File: src/rtl/core/timestamp_arithmetic_unit_defines.svh
// assertion macros for the timestamp arithmetic unit
`ifndef TIMESTAMP_ARITHMETIC_UNIT_DEFINES_SVH
`define TIMESTAMP_ARITHMETIC_UNIT_DEFINES_SVH
`ifndef NO_ASSERTIONS
`define TSA_ASSERT_HOLD(lbl, cond) \
    lbl: assert property (@(posedge clk) disable iff (!rst_n) (cond)) \
        else $error("timestamp unit check failed");
`define TSA_ASSERT_IMPL(lbl, ante, cons) \
    lbl: assert property (@(posedge clk) disable iff (!rst_n) (ante) |-> (cons)) \
        else $error("timestamp unit check failed");
`else
`define TSA_ASSERT_HOLD(lbl, cond)
`define TSA_ASSERT_IMPL(lbl, ante, cons)
`endif
`endif

File: src/rtl/core/tsa_pkg.sv
`timescale 1ns / 1ps
`default_nettype none

package tsa_pkg;

    localparam int MICRO_W = 20;
    localparam logic [MICRO_W-1:0] MICROS_PER_SEC = 20'd1000000;
    // quotient bits per stage of the split by one second
    localparam int SPLIT_BITS = 4;
    // factor bits per stage of the multiplier
    localparam int MUL_CHUNK = 8;

    typedef enum logic [2:0] {
        KIND_ADD = 3'd0,
        KIND_SUB = 3'd1,
        KIND_MUL = 3'd2,
        KIND_DIV = 3'd3,
        KIND_CMP = 3'd4
    } kind_t;

    typedef struct packed {
        kind_t kind;
        logic  neg;
        logic  lt;
        logic  eq;
        logic  gt;
        logic  dz;
    } ctl_t;

endpackage

`default_nettype wire

File: src/rtl/core/tsa_split.sv
`timescale 1ns / 1ps
`default_nettype none

module tsa_split #(
    parameter int PW  = 101,
    localparam int QW = ((PW + tsa_pkg::SPLIT_BITS - 1) / tsa_pkg::SPLIT_BITS)
                        * tsa_pkg::SPLIT_BITS
) (
    input  wire logic                           clk,
    input  wire logic                           rst_n,
    input  wire logic                           en,
    input  wire logic                           in_valid,
    input  wire tsa_pkg::ctl_t                  in_ctl,
    input  wire logic [PW-1:0]                  in_prod,
    output logic                                out_valid,
    output tsa_pkg::ctl_t                       out_ctl,
    output logic signed [QW:0]                  out_sec,
    output logic [tsa_pkg::MICRO_W-1:0]         out_micro
);
    import tsa_pkg::*;

    localparam int NST = QW / SPLIT_BITS;

    logic               vld_reg [1:NST];
    ctl_t               ctl_reg [1:NST];
    logic [QW-1:0]      wrk_reg [1:NST];
    logic [MICRO_W-1:0] rem_reg [1:NST];

    logic               vld_s [0:NST];
    ctl_t               ctl_s [0:NST];
    logic [QW-1:0]      wrk_s [0:NST];
    logic [MICRO_W-1:0] rem_s [0:NST];

    logic               fix_vld_reg;
    ctl_t               fix_ctl_reg;
    logic signed [QW:0] fix_sec_reg;
    logic [MICRO_W-1:0] fix_us_reg;
    logic signed [QW:0] sec_next;
    logic [MICRO_W-1:0] us_next;
    logic [QW:0]        q_ext;

    assign vld_s[0] = in_valid;
    assign ctl_s[0] = in_ctl;
    assign wrk_s[0] = QW'(in_prod);
    assign rem_s[0] = '0;

    for (genvar v = 1; v <= NST; v++) begin : g_view
        assign vld_s[v] = vld_reg[v];
        assign ctl_s[v] = ctl_reg[v];
        assign wrk_s[v] = wrk_reg[v];
        assign rem_s[v] = rem_reg[v];
    end

    // long division by one second, SPLIT_BITS quotient bits per stage
    for (genvar k = 0; k < NST; k++) begin : g_stage
        logic [QW-1:0]      w;
        logic [MICRO_W-1:0] r;
        logic [MICRO_W:0]   t;

        always_comb
        begin
            w = wrk_s[k];
            r = rem_s[k];
            t = '0;
            for (int b = 0; b < SPLIT_BITS; b++)
            begin
                t = {r, w[QW-1]};
                w = {w[QW-2:0], 1'b0};
                if (t >= {1'b0, MICROS_PER_SEC})
                begin
                    t    = t - {1'b0, MICROS_PER_SEC};
                    w[0] = 1'b1;
                end
                r = t[MICRO_W-1:0];
            end
        end

        always_ff @(posedge clk or negedge rst_n)
        begin
            if (!rst_n)
            begin
                vld_reg[k+1] <= 1'b0;
            end
            else if (en)
            begin
                vld_reg[k+1] <= vld_s[k];
            end
        end

        always_ff @(posedge clk)
        begin
            if (en)
            begin
                ctl_reg[k+1] <= ctl_s[k];
                wrk_reg[k+1] <= w;
                rem_reg[k+1] <= r;
            end
        end
    end

    // floor correction for negative values
    always_comb
    begin
        q_ext = {1'b0, wrk_s[NST]};
        if (ctl_s[NST].neg)
        begin
            sec_next = (rem_s[NST] == '0) ? -$signed(q_ext) : $signed(~q_ext);
        end
        else
        begin
            sec_next = $signed(q_ext);
        end
        us_next = (ctl_s[NST].neg && rem_s[NST] != '0)
                ? MICROS_PER_SEC - rem_s[NST] : rem_s[NST];
    end

    always_ff @(posedge clk or negedge rst_n)
    begin
        if (!rst_n)
        begin
            fix_vld_reg <= 1'b0;
        end
        else if (en)
        begin
            fix_vld_reg <= vld_s[NST];
        end
    end

    always_ff @(posedge clk)
    begin
        if (en)
        begin
            fix_ctl_reg <= ctl_s[NST];
            fix_sec_reg <= sec_next;
            fix_us_reg  <= us_next;
        end
    end

    assign out_valid = fix_vld_reg;
    assign out_ctl   = fix_ctl_reg;
    assign out_sec   = fix_sec_reg;
    assign out_micro = fix_us_reg;

endmodule

`default_nettype wire

File: config.mk
export PLATFORM = sky130hd
export DESIGN_NAME = tsa_split
export DESIGN_NICKNAME = d
export VERILOG_FILES = /design/src/rtl/core/timestamp_arithmetic_unit_defines.svh /design/src/rtl/core/tsa_pkg.sv /design/src/rtl/core/tsa_split.sv
export SDC_FILE = /design/constraint.sdc
export NUM_CORES = 2
export LEC_CHECK = 0
export BUFFER_PORTS_ARGS = -buffer_cell sky130_fd_sc_hd__buf_2
export CELL_PAD_IN_SITES_DETAIL_PLACEMENT = 1
export CELL_PAD_IN_SITES_GLOBAL_PLACEMENT = 1
export CORE_UTILIZATION = 57
export CTS_CLUSTER_SIZE = 16
export DETAILED_ROUTE_END_ITERATION = 12
export PLACE_DENSITY_LB_ADDON = 0.25
export SLEW_MARGIN = 20
export SYNTH_ARGS = -nofsm -noshare
export SYNTH_HDL_FRONTEND = slang
export SYNTH_SLANG_ARGS = --single-unit
File: constraint.sdc
create_clock -name clk -period 9.95 [get_ports clk]
set_clock_uncertainty 0.15 [all_clocks]
set_input_delay 1.4925 -clock clk [delete_from_list [all_inputs] [get_ports clk]]
set_output_delay 1.4925 -clock clk [all_outputs]
set_load 0.1 [all_outputs]
# Word level (Yosys, flattened, before mapping)
# Memories as Yosys holds them, arrays and structs flattened.
# Index checks and enable logic that the tools add are counted.
# totals
input_bits	113
mem_count	3
regBits	160
elab_cells	454
mem_bits_rw	3432
out_inout_bits	134
# memory_table
memory	depth	width	read_ports	rd_clocked_by_memory_dff	wr	line_no	text
wrk_reg	26	104	26	0	26	tsa_split.sv:26	logic [QW-1:0] wrk_reg [1:NST];
rem_reg	26	20	26	0	26	tsa_split.sv:27	logic [MICRO_W-1:0] rem_reg [1:NST];
ctl_reg	26	8	26	0	26	tsa_split.sv:25	ctl_t ctl_reg [1:NST];
# classes
reduce_logical	3
bitwise_logic	1
magnitude_cmp	101
n_addsub	103
muxes	207
# op_table
cell	n
$ge A21 B20 Y1 const B	100
$mux W20	102
$sub A20 B20 Y20 const B	100
$mux W105	1
$neg A104 Y105	1
$not A104 Y105	1
$mux W104	1
$mux W1	103
$ge A1 B20 Y1 const B	1
$logic_not A20 Y1	1
$reduce_bool A20 Y1	1
$sub A1 B20 Y20 const B	1
$sub A20 B20 Y20 const A	1
$logic_and A1 B1 Y1	1

# Logic depth before layout (Yosys ltp)
# An unclocked memory read counts as a cell.
# logic_depth
word_depth	9
depth_mapped	32
depth_no_buf	30

# Worst setup path before layout
# No wires, ideal clock.
# synth_path
path_type	register -> register
from	reg, netlist name rem_reg[0][445]
to	reg, netlist name rem_reg[0][471]
t_required_ns	9.529
path_slack_ns	3.404
stages_incl_launch_ff	30
period_less_slack_ns	6.546
setup_time_ns	0.271
t_arrival_ns	6.125
cell_sequence	edfxtp_1 -> clkbuf_1 -> o31ai_1 -> a311oi_1 -> a211oi_1 -> clkbuf_1 -> buf_1 -> xnor2_1 -> inv_1 -> ha_1 -> inv_1 -> o21ai_0 -> nand3b_1 -> mux2_2 -> or3_1 -> a21oi_1 -> a32oi_1 -> o2bb2ai_1 -> nor2b_1 -> o221a_2 -> nand3_1 -> a211o_1 -> a41oi_1 -> o21ai_1 -> and2_1 -> buf_2 -> inv_2 -> a31oi_1 -> a31oi_1 -> xnor2_1

==> results by group <==
Status
  – Outcome: finished, final reports clean

Clocking
  – Register clock-pin slew on the reported worst setup and hold paths: 0.06 ns
  – CTS tree: yes
  – Clk buf depth: 4
  – H-Tree Depth: 5
  – CTS resizes: 0
  – Hold_buf cts: 0
  – Worst-skew pair later-pin latency: roughly 0.96 ns
  – Post-CTS Setup Inserts: 0
  – CTS sink cnt: 3015
  – Root buf cell: clkbuf_16
  – TritonCTS Buffers: 319

Yosys
  – Area leader, netlist: edfxtp_1
  – Fraction of registers with async set/reset: 0.896%
  – Syn_nets: 10099
  – Synth Area per Inst: 13.7 sq um
  – Yosys top cell area share: 66.1%
  – Primary FF master, synth: edfxtp_1
  – Post-synth EDFFs: 2988
  – Synth top area cells: edfxtp_1, xnor2_1, nand2_1, nor2_1, xor2_1
  – Mapped Cells: 9882
  – Seq/Total Area, Yosys: around 67%
  – Mapped Area: 0.136 sq mm
  – #FFs+latches synth: 3015
  – Synth unique cells: 147
  – Synth warn: 0

Final layout
  – Area added between synthesis and finish: 10.8%
  – Layout cell share with drive strength beyond 1: between 10% and 20%
  – Nets@finish: around 10000
  – Post-layout util: 63.8%
  – Max reg flops: 2182

Timing
  – F_max: 117 MHz
  – Setup_tns: 0 ns
  – Tmin final: 8.54 ns
  – WHS: 0.207 ns
  – Final Max Tran Viols: 0
  – RSZ-0062 raised after global routing: no
  – Max_slew headroom: between 10% and 20%
  – Final worst slack: ~1.4 ns
  – Slew @ Worst Pin: 1.27 ns
  – Final setup viols: 0
  – Fin crit share: 85.8%
  – Final hold viol count: 0

Floorplanning
  – Die area: 0.240 sq mm
  – Initial Utilization: 57.5%
  – Rows: 178
  – I/O Pins: between 200 and 250
  – Floorplan core area: 0.236 sq mm
  – Die width: between 400 and 500 um
  – Chip height: 490 um

Route
  – Vias: 84526
  – Vias/cell: slightly above 6
  – DR iter-0 viols: 6326
  – Routed wire length: 320000 um
  – Per-cell routed wire length: 23.5 um
  – Remaining antenna violation count: 0
  – DRC: 0
  – Detailed-router iteration count before antenna repair: 6

Critical path
  – Critical Path RT: 10.45 ns
  – Slowest stage delay, CP: 0.83 ns
  – Crit Path Max Fanout: 17
  – Critical path data arrival time: about 9 ns
  – Cell mode on critical path: nand2_1
  – CP endpoint kind: flip-flop
  – Buffer and inverter count on the worst path: 3
  – CP delay by family, top: compound AO/OA/AOI/OAI gates
  – CP Launch Point: rem_reg[0][367]
  – Critical path type: flip-flop to flip-flop
  – Reg-to-Reg Start: rem_reg[0][367]
  – Slowest stage cell, crit path: a211oi_2
  – Critical Path Start Type: flip-flop

GRT
  – Initial antenna violation count: 4
  – Global-route wire length before repair: 503000 um
  – GR Overflow Total: 0
  – Vias in the first global route: 87976
  – Gr usage total: between 20% and 30%
  – Pin count of the biggest net entering global routing: 213

Place
  – I/O Buffers: 246
  – DP HPWL: 215000 um
  – Post-place setup slack: 1.68 ns
  – GP Congestion: between 0.8 and 0.9

Hold path
  – Hold WC Path Type: flip-flop to flip-flop
  – Min-delay src: wrk_reg[0][1026]

Run
  – Max Cap Viol: 0
[cells in the mapped netlist, drive strengths merged, types with 131 or more instances]
master  count
edfxtp   2988
nand3     221
o31ai     131
xor2      263
inv       315
clkbuf    148
xnor2     724
nor2      621
o21ai     417
nor3      278
nand2     615
mux2i     149
a21oi     375
[worst register-to-register path, cell delays in order, from the launching register on]
cell,delay [ns]
edfxtp_1,0.68
o31ai_4,0.37
nand2_1,0.12
and3_1,0.22
a211oi_2,0.83
inv_1,0.55
a31o_2,0.43
a2111oi_4,0.55
a21oi_2,0.24
o21ai_4,0.38
inv_2,0.16
xnor2_1,0.41
ha_1,0.39
nand2_1,0.09
nand2_1,0.07
nand3_1,0.09
a221oi_1,0.54
nor2_1,0.09
o22ai_1,0.32
a211o_1,0.16
o21ai_0,0.13
xnor2_1,0.26
o41ai_2,0.40
buf_4,0.27
a21oi_1,0.09
a31o_2,0.27
[metal layers]
metal  share of wire (%)  vias to the layer above  global-route usage [%]
li1                    -                    38932                       -
met1                  43                    42713                    34.4
met2                  50                     2226                    45.4
met3                 3.9                      655                    3.06
met4                 3.0                        0                    8.36
met5                   0                        -                       0
[cell families after synthesis]
kind of cell | Yosys count | share of synthesized area (%)
and+or+nand+nor | 2736 | 10.4
DFF | 3015 | 66.6
xor gates and xnor gates | 988 | 6.41
adders and majority gates | 104 | 0.958
AOI/OAI and AO/OA | 2208 | 11.9
buffers and inverters | 590 | 1.86
muxes | 241 | 1.87
[worst paths after layout]
path | slack, ns | cells past startpoint | endpoint
worst min register to register | 0.21 | 0 | wrk_reg[0][1134]
worst max register to register | 1.41 | 25 | rem_reg[0][396]
worst max-delay path | 1.41 | 25 | rem_reg[0][396]
worst min-delay path | 0.21 | 0 | wrk_reg[0][1134]
min in group asynchronous | 0.46 | 1 | vld_reg[25]
max in group asynchronous | 8.65 | 1 | vld_reg[1]
[through the flow]
stage          instance area (sq um)  instances
3_5_place_dp                  140000      13060
4_1_cts                       150000      13616
6_report                      151000      13619
2_1_floorplan                 136000       9882
5_1_grt                       151000      13619
3_3_place_gp                  140000      13060
[placed cells by master (no fill, tap or decap), types with 91 or more instances in the layout]
cell type	Yosys	layout
nor2_1	613	613
or3_1	128	128
nand3_1	221	221
buf_2	70	246
o211ai_1	107	107
o31ai_1	121	121
a31oi_1	95	93
mux2_2	91	91
mux2i_1	148	148
ha_1	104	104
a21o_1	94	94
and3_1	101	101
edfxtp_1	2988	2988
nand2_1	613	613
clkbuf_16	0	323
a211oi_1	112	111
nor3_1	267	267
inv_1	289	289
a21oi_1	365	364
xnor2_1	723	723
o21ai_0	391	391
xor2_1	261	261
and2_1	107	107
[cell type report]
class | count | area [sq um]
fill | 22152 | 85500
clock inverter | 181 | 1900
sequential | 3015 | 90400
inverter | 321 | 1220
tap | 3150 | 3940
timing repair buffer | 299 | 1810
clock buffer | 375 | 8340
multi-input combinational | 6277 | 42900
antenna | 1 | 2.50
Power is left out: the tool's default activity adds up to more than one toggle a clock period on the data nets, which glitch-free logic cannot reach.
